[config.mk]
export PLATFORM = sky130hd
export DESIGN_NAME = dcsc_mac
export DESIGN_NICKNAME = d
export VERILOG_FILES = /design/src/design/dcsc_pkg.sv /design/src/design/dcsc_mac.sv
export SDC_FILE = /design/constraint.sdc
export NUM_CORES = 2
export LEC_CHECK = 0
export BUFFER_PORTS_ARGS = -buffer_cell sky130_fd_sc_hd__buf_2
export CAP_MARGIN = 20
export CORE_MARGIN = 5
export CORE_UTILIZATION = 45
export DETAILED_ROUTE_END_ITERATION = 12
export HOLD_SLACK_MARGIN = 0.12
export SLEW_MARGIN = 20
export SYNTH_ARGS = -nofsm -noshare
export SYNTH_HDL_FRONTEND = slang
export SYNTH_SLANG_ARGS = --single-unit
[constraint.sdc]
create_clock -name clock -period 7.38 [get_ports clock]
set_input_delay 0.738 -clock clock [delete_from_list [all_inputs] [get_ports clock]]
set_output_delay 0.738 -clock clock [all_outputs]
set_load 0.02 [all_outputs]
[src/design/dcsc_pkg.sv]
`default_nettype none
// ---------------------------------------------------------------------------
// dcsc_pkg
// Types, register codes and constants of the DC blocker / soft clip block,
// plus the elaboration-time generator for the tanh lookup points.
// ---------------------------------------------------------------------------
package dcsc_pkg;

   localparam int SAMPLE_BITS    = 24;
   localparam int FRAC_BITS      = 20;
   localparam int SCALE_SHIFT    = SAMPLE_BITS - 1;   // log2 of full scale
   localparam int CSR_INDEX_BITS = 2;
   localparam int CSR_DATA_BITS  = 16;
   localparam int POLE_BITS      = 16;
   localparam int MAC_W          = SAMPLE_BITS + 1;
   localparam int ADD_W          = SAMPLE_BITS;
   localparam int PROD_W         = 2 * MAC_W;

   localparam logic [POLE_BITS-1:0] POLE_MIN   = 16'd64880;
   localparam logic [POLE_BITS-1:0] POLE_RESET = 16'd65492;

   localparam longint ONE_Q30      = 64'sd1 <<< 30;
   localparam longint EXP_NEG1_Q30 = 64'sd395007542;

   typedef enum logic [CSR_INDEX_BITS-1:0] {
      CSR_DC_ENABLE   = 2'd0,
      CSR_CLIP_ENABLE = 2'd1,
      CSR_POLE_COEFF  = 2'd2
   } csr_index_type;

   typedef struct packed {
      logic signed [SAMPLE_BITS-1:0] sample_in;
      logic                          chan;
      logic                          bad_value;
   } req_type;

   typedef struct packed {
      logic signed [SAMPLE_BITS-1:0] sample_out;
      logic                          out_chan;
   } rsp_type;

   // operands of the shared multiply-add: p = a * b + c
   typedef struct packed {
      logic signed [MAC_W-1:0] a;
      logic signed [MAC_W-1:0] b;
      logic signed [ADD_W-1:0] c;
   } mac_op_type;

   // shift-subtract division, evaluated only while building constants
   function automatic logic [63:0] udiv64(input logic [63:0] num, input logic [63:0] den);
      logic [63:0] q;
      logic [64:0] r;
      q = '0;
      r = '0;
      for (int i = 63; i >= 0; i--) begin
         r = {r[63:0], num[i]};
         if (r >= {1'b0, den}) begin
            r    = r - {1'b0, den};
            q[i] = 1'b1;
         end
      end
      return q;
   endfunction

   // exp(-t) in Q2.30, t >= 0 in Q.20
   function automatic longint exp_neg_q30(input longint t);
      longint whole;
      longint f;
      longint r;
      longint term;
      longint sum;
      whole = t >>> FRAC_BITS;
      f     = (t & ((64'sd1 <<< FRAC_BITS) - 64'sd1)) <<< (30 - FRAC_BITS);
      r     = ONE_Q30;
      term  = ONE_Q30;
      sum   = ONE_Q30;
      for (longint n = 0; n < whole && r != 0; n++) begin
         r = (r * EXP_NEG1_Q30 + (64'sd1 <<< 29)) >>> 30;
      end
      for (int k = 1; k <= 14; k++) begin
         term = longint'(udiv64(64'((term * f) >>> 30), 64'(k)));
         if ((k & 1) != 0) begin
            sum = sum - term;
         end else begin
            sum = sum + term;
         end
      end
      return (r * sum) >>> 30;
   endfunction

   // tanh at point i of a table with depth intervals over [0, full scale]
   function automatic logic [SAMPLE_BITS-1:0] tanh_point(input int i, input int depth);
      logic [63:0] a;
      logic [63:0] num;
      logic [63:0] den;
      longint      u;
      a   = udiv64(64'(i) << SCALE_SHIFT, 64'(depth));
      u   = exp_neg_q30(longint'(a << 1));
      num = 64'(ONE_Q30 - u) << FRAC_BITS;
      den = 64'(ONE_Q30 + u);
      return SAMPLE_BITS'(udiv64(num + (den >> 1), den));
   endfunction

endpackage
`default_nettype wire

[src/design/dcsc_mac.sv]
`default_nettype none
// ---------------------------------------------------------------------------
// dcsc_mac
// Shared signed multiply-add with a registered result, reused by the
// sequencer for the pole product, table position and interpolation.
// ---------------------------------------------------------------------------
module dcsc_mac (
   input  wire logic                             clock,
   input  wire dcsc_pkg::mac_op_type             op,
   output logic signed [dcsc_pkg::PROD_W-1:0]    prod_ff
);

   logic signed [dcsc_pkg::PROD_W-1:0] prod_in;

   always_comb begin
      prod_in = op.a * op.b + dcsc_pkg::PROD_W'(op.c);
   end

   always_ff @(posedge clock) begin
      prod_ff <= prod_in;
   end

endmodule
`default_nettype wire
# After elaboration in Yosys (flattened, before gate mapping)
# Index checks and enable logic that the tools add are counted.
dict set report totals {
  reg_bits 50
  input_bits 75
  output_inout_bits 50
  wordCells 3
}
dict set report classes {
  addsub 1
  multipliers 1
}
# operator n
set ops {}
lappend ops {{$add A50 B24 Y50} 1}
lappend ops {{$mul A25 B25 Y50} 1}

# Logic depth before layout (Yosys ltp)
dict set report depth {
  word_depth 2
  depth_mapped 26
  depth_no_buf 24
}

# Worst setup path after synthesis
# No wires, ideal clock.
dict set report synth_timing {
  path_kind {input -> register}
  startpoint {input port op[73] in the netlist's numbering}
  endpoint {register prod_ff[49] in the netlist's numbering}
  setup_time_ps 91
  arrival_ps 7280
  required_time_ps 7289
  setup_slack_ps 9
  path_stages 22
  path_buffers 2
  cell_sequence {clkbuf_1 > nand2_1 > inv_1 > fa_1 > inv_1 > fa_1 > fa_1 > inv_1 > fa_1 > fa_1 > fa_1 > fa_1 > ha_1 > clkbuf_1 > nand4_1 > a2111oi_0 > a21oi_1 > a21boi_0 > o21ai_0 > nor2_1 > o211a_1 > a311oi_1}
}
dict set report synth_between {
  elab_chain_cells 2
}
# item line
set synth_rtl {}
lappend synth_rtl {{start, declared} dcsc_mac.sv:9} ;# input wire dcsc_pkg::mac_op_type op,
lappend synth_rtl {{$mul A25 B25 Y50} dcsc_mac.sv:16} ;# prod_in = op.a * op.b + dcsc_pkg::PROD_W'(op.c);
lappend synth_rtl {{$add A50 B24 Y50} dcsc_mac.sv:16}
lappend synth_rtl {{via prod_in, one bit} dcsc_mac.sv:13} ;# logic signed [dcsc_pkg::PROD_W-1:0] prod_in;
lappend synth_rtl {{end signal, assigned} dcsc_mac.sv:20} ;# prod_ff <= prod_in;
lappend synth_rtl {{end, declared} dcsc_mac.sv:10} ;# output logic signed [dcsc_pkg::PROD_W-1:0] prod_ff
# The timed path passes the listed nets, and every way through them passes these cells.

# Worst setup path after layout
dict set report layout_timing {
  startpoint {input port op[57] in the netlist's numbering}
  endpoint {register prod_ff[39] in the netlist's numbering}
}
# Same word-level chain as after synthesis.

==> reports/metrics.yaml <==
run_status:
  outcome: "finished, final reports clean"
placement:
  io_buffer_count: 124
  place.gp.congestion: 0.923
  dp_hpwl_mm: 59.4
global_route:
  busiest_layer: "met2"
  global_route.usage.met1_pct: 25.6
  antenna_violations_before_repair: 2
  grt.met2_usage_pct: 43.5
  groute.usage.overall_pct: 23.2
  first_global_vias: 20848
  first_pass_grt_wire_length_mm: 109
  grt_start_max_net_pins: 26
  met3_usage_pct: 2.95
  overflow: 0
sta:
  final_period_minus_worst_setup_slack_ns: 7.15
  timing_worst_slew_pin_value_ns: 0.575
  timing.fmax_ghz: 0.140
  grt_setup_unrepaired: "true"
  hold_slack_ns: 0.670
  maxSlewViolCount: 0
  timing.final.hold_violations: 0
  layout_worst_path_cycle_share_pct: 96.8
  timing.slew.headroom_pct: 61.1
  final-setup-viol-count: 0
setup_path:
  crit_path_max_incr_delay_ns: 0.65
  critPathCaptureType: "flop"
  setup.worst_path.start_class: "primary input"
  kind_of_critical_path: "primary input to flop"
  worst_ep_arrival_time_ns: 7.35
  crit_required_ns: 7.58
  crit_path_top_delay_cell: "sky130_fd_sc_hd__fa_1"
  crit_chain: "buf_2 > buf_4 > nand2_1 > fa_1 > inv_1 > fa_1 > fa_1 > fa_1 > fa_1 > fa_1 > inv_1 > fa_1 > inv_1 > ha_1 > and3_1 > nand3_1 > a2111o_1 > and2_4 > o41a_1 > o21a_1 > o311ai_2"
  critPathMaxFanout: 13
  path_common_cell: "sky130_fd_sc_hd__fa_1"
floorplanning:
  io_pins: 125
  dieWidth_um: 244
  chipHeight_um: 244
  core.rowCount: 86
  initial_utilization_pct: 45.1
  coreArea_mm2: 0.0548
  design.die.area_mm2: 0.0597
logic_synthesis:
  synth_nets: 3566
  ys.flop_type: "sky130_fd_sc_hd__dfxtp_1"
  synth_area_mm2: 0.0247
  synth-edff-count: 0
  sequential_fraction_of_the_synthesis_area_pct: 4.05
  syn-instance-count: 2660
  synthDistinctLibCells: 58
  syn_area_per_cell_um2: 9.29
  yosysWarnings: 0
  yosys_register_bits: 50
  postSynth.asyncResetShare_pct: 0
routing:
  total_wire_length_after_detailed_routing_mm: 66.8
  final_antenna_net_count: 0
  vias_per_cell: 5.11
  first_iter_violations: 785
  drc: 0
  detail_route.wl_per_cell_um: 19.0
  drtPass1Iterations: 5
  via_count: 17970
cells_and_area:
  syn2layout_area_growth_pct: 9.52
  layout_commonest_cell: "sky130_fd_sc_hd__inv_1"
  mostFrequentLayoutCells: "723 x sky130_fd_sc_hd__inv_1, 686 x sky130_fd_sc_hd__fa_1, 382 x sky130_fd_sc_hd__nand2_1"
  largest_register_ffs: 50
  layout_cell_share_with_drive_strength_beyond_1_pct: 9.74
  top_register: "prod_ff"
  reg_top3: "prod_ff x50"
  filler_cell_count: 5222
  nets: 3718
cts:
  clk_pin_slew_worst_paths_ns: 0.07
  clockBufferDepth: 2
  tritoncts: "built"
  cts_root_buf: "sky130_fd_sc_hd__clkbuf_16"
  clkSinkCount: 50
  cts-hold-fix-buffers: 0
  number_of_clock_buffers_inserted_by_tritoncts: 5
  clock_tree.htree_level_count: 2
hold_path:
  worstHoldPathType: "primary input to flop"
flow_run:
  max_cap_violations: 0
==> layout make-up <==
cell class              instances  area [µm²]  area share, %
multi-input cells            1773       20600           76.0
inverters                     724        2720           10.0
repair buffers                258        1690           6.25
flip-flops and latches         50        1000           3.70
well taps                     704         881           3.25
clock buffers                   6         139          0.513
clock inverters                 2        60.1          0.222
diodes                          2        5.00         0.0185
==> critical path, delay by kind of cell <==
family / cells / cell delay (ns)
adder cells (fa/ha/maj): 8 / 3.93
AO/OA/AOI/OAI: 4 / 1.32
buffers and inverters: 5 / 0.67
AND/OR/NAND/NOR: 4 / 0.67
==> cells by family (layout without fill, tap and decap cells) <==
kind of cell	count (synthesis)	count (layout)	synth area share [%]
adder cells (fa/ha/maj)	831	831	62.9
AO/OA/AOI/OAI	154	154	4.17
XOR/XNOR	53	53	1.88
other	0	2	0
flip-flops	50	50	4.05
multiplexers	1	1	0.0405
AND/OR/NAND/NOR	734	734	14.3
buffers and inverters	837	990	12.7
==> synth_stat cells, drive strengths merged, types with 4 or more instances <==
| library cell | number | area share, % |
|---|---|---|
| inv | 723 | 11 |
| fa | 686 | 56 |
| nand2 | 382 | 5.8 |
| and2 | 259 | 6.6 |
| ha | 145 | 7.3 |
| clkbuf | 111 | 1.7 |
| dfxtp | 50 | 4.0 |
| a21oi | 47 | 0.95 |
| xnor2 | 42 | 1.5 |
| nor2 | 41 | 0.62 |
| o21ai | 26 | 0.53 |
| a21o | 14 | 0.43 |
| nand3 | 13 | 0.26 |
| xor2 | 11 | 0.39 |
| nand2b | 9 | 0.23 |
| a31oi | 8 | 0.20 |
| o211ai | 8 | 0.26 |
| o21a | 8 | 0.24 |
| and3 | 7 | 0.18 |
| nand4 | 7 | 0.18 |
| o21bai | 7 | 0.21 |
| nor3 | 6 | 0.12 |
| o2111ai | 5 | 0.18 |
| a211oi | 4 | 0.12 |
==> per-stage QoR <==
stage | setup slack (ns) | cell area, µm² | std cells | setup TNS, ns | utilization (%)
final | 0.233 | 27100 | 3519 | 0 | 49.4
after global routing | -0.00689 | 27100 | 3519 | -0.00689 | 49.4
after CTS | 0.0284 | 27000 | 3517 | 0 | 49.4
after detailed placement | -0.237 | 26800 | 3509 | -0.702 | 49.0
after global placement | -0.262 | 26800 | 3509 | -0.580 | 49.0
after floorplan | 0.00926 | 24700 | 2660 | 0 | -
==> final timing paths <==
kind | depth (start not counted) | from | slack [ns] | end
min | 2 | op[0] | 0.67 | prod_ff[0]
max | 21 | op[57] | 0.23 | prod_ff[39]
==> timing repair <==
action | 4_1_cts | 5_1_grt
resized for setup | 0 | 16
hold endpoints to repair | 0 | 0
setup buffers | 0 | 0
endpoints found under the setup margin | 0 | 7
==> routing by layer <==
metal / up-vias / share of wire [%]
met5: - / 0
met4: 0 / 6.5
met3: 180 / 4.3
met2: 503 / 55
met1: 9393 / 34
li1: 7894 / -
Power is not shown: default switching activity piles up to over one toggle a cycle in this logic, so the estimate is an artifact.
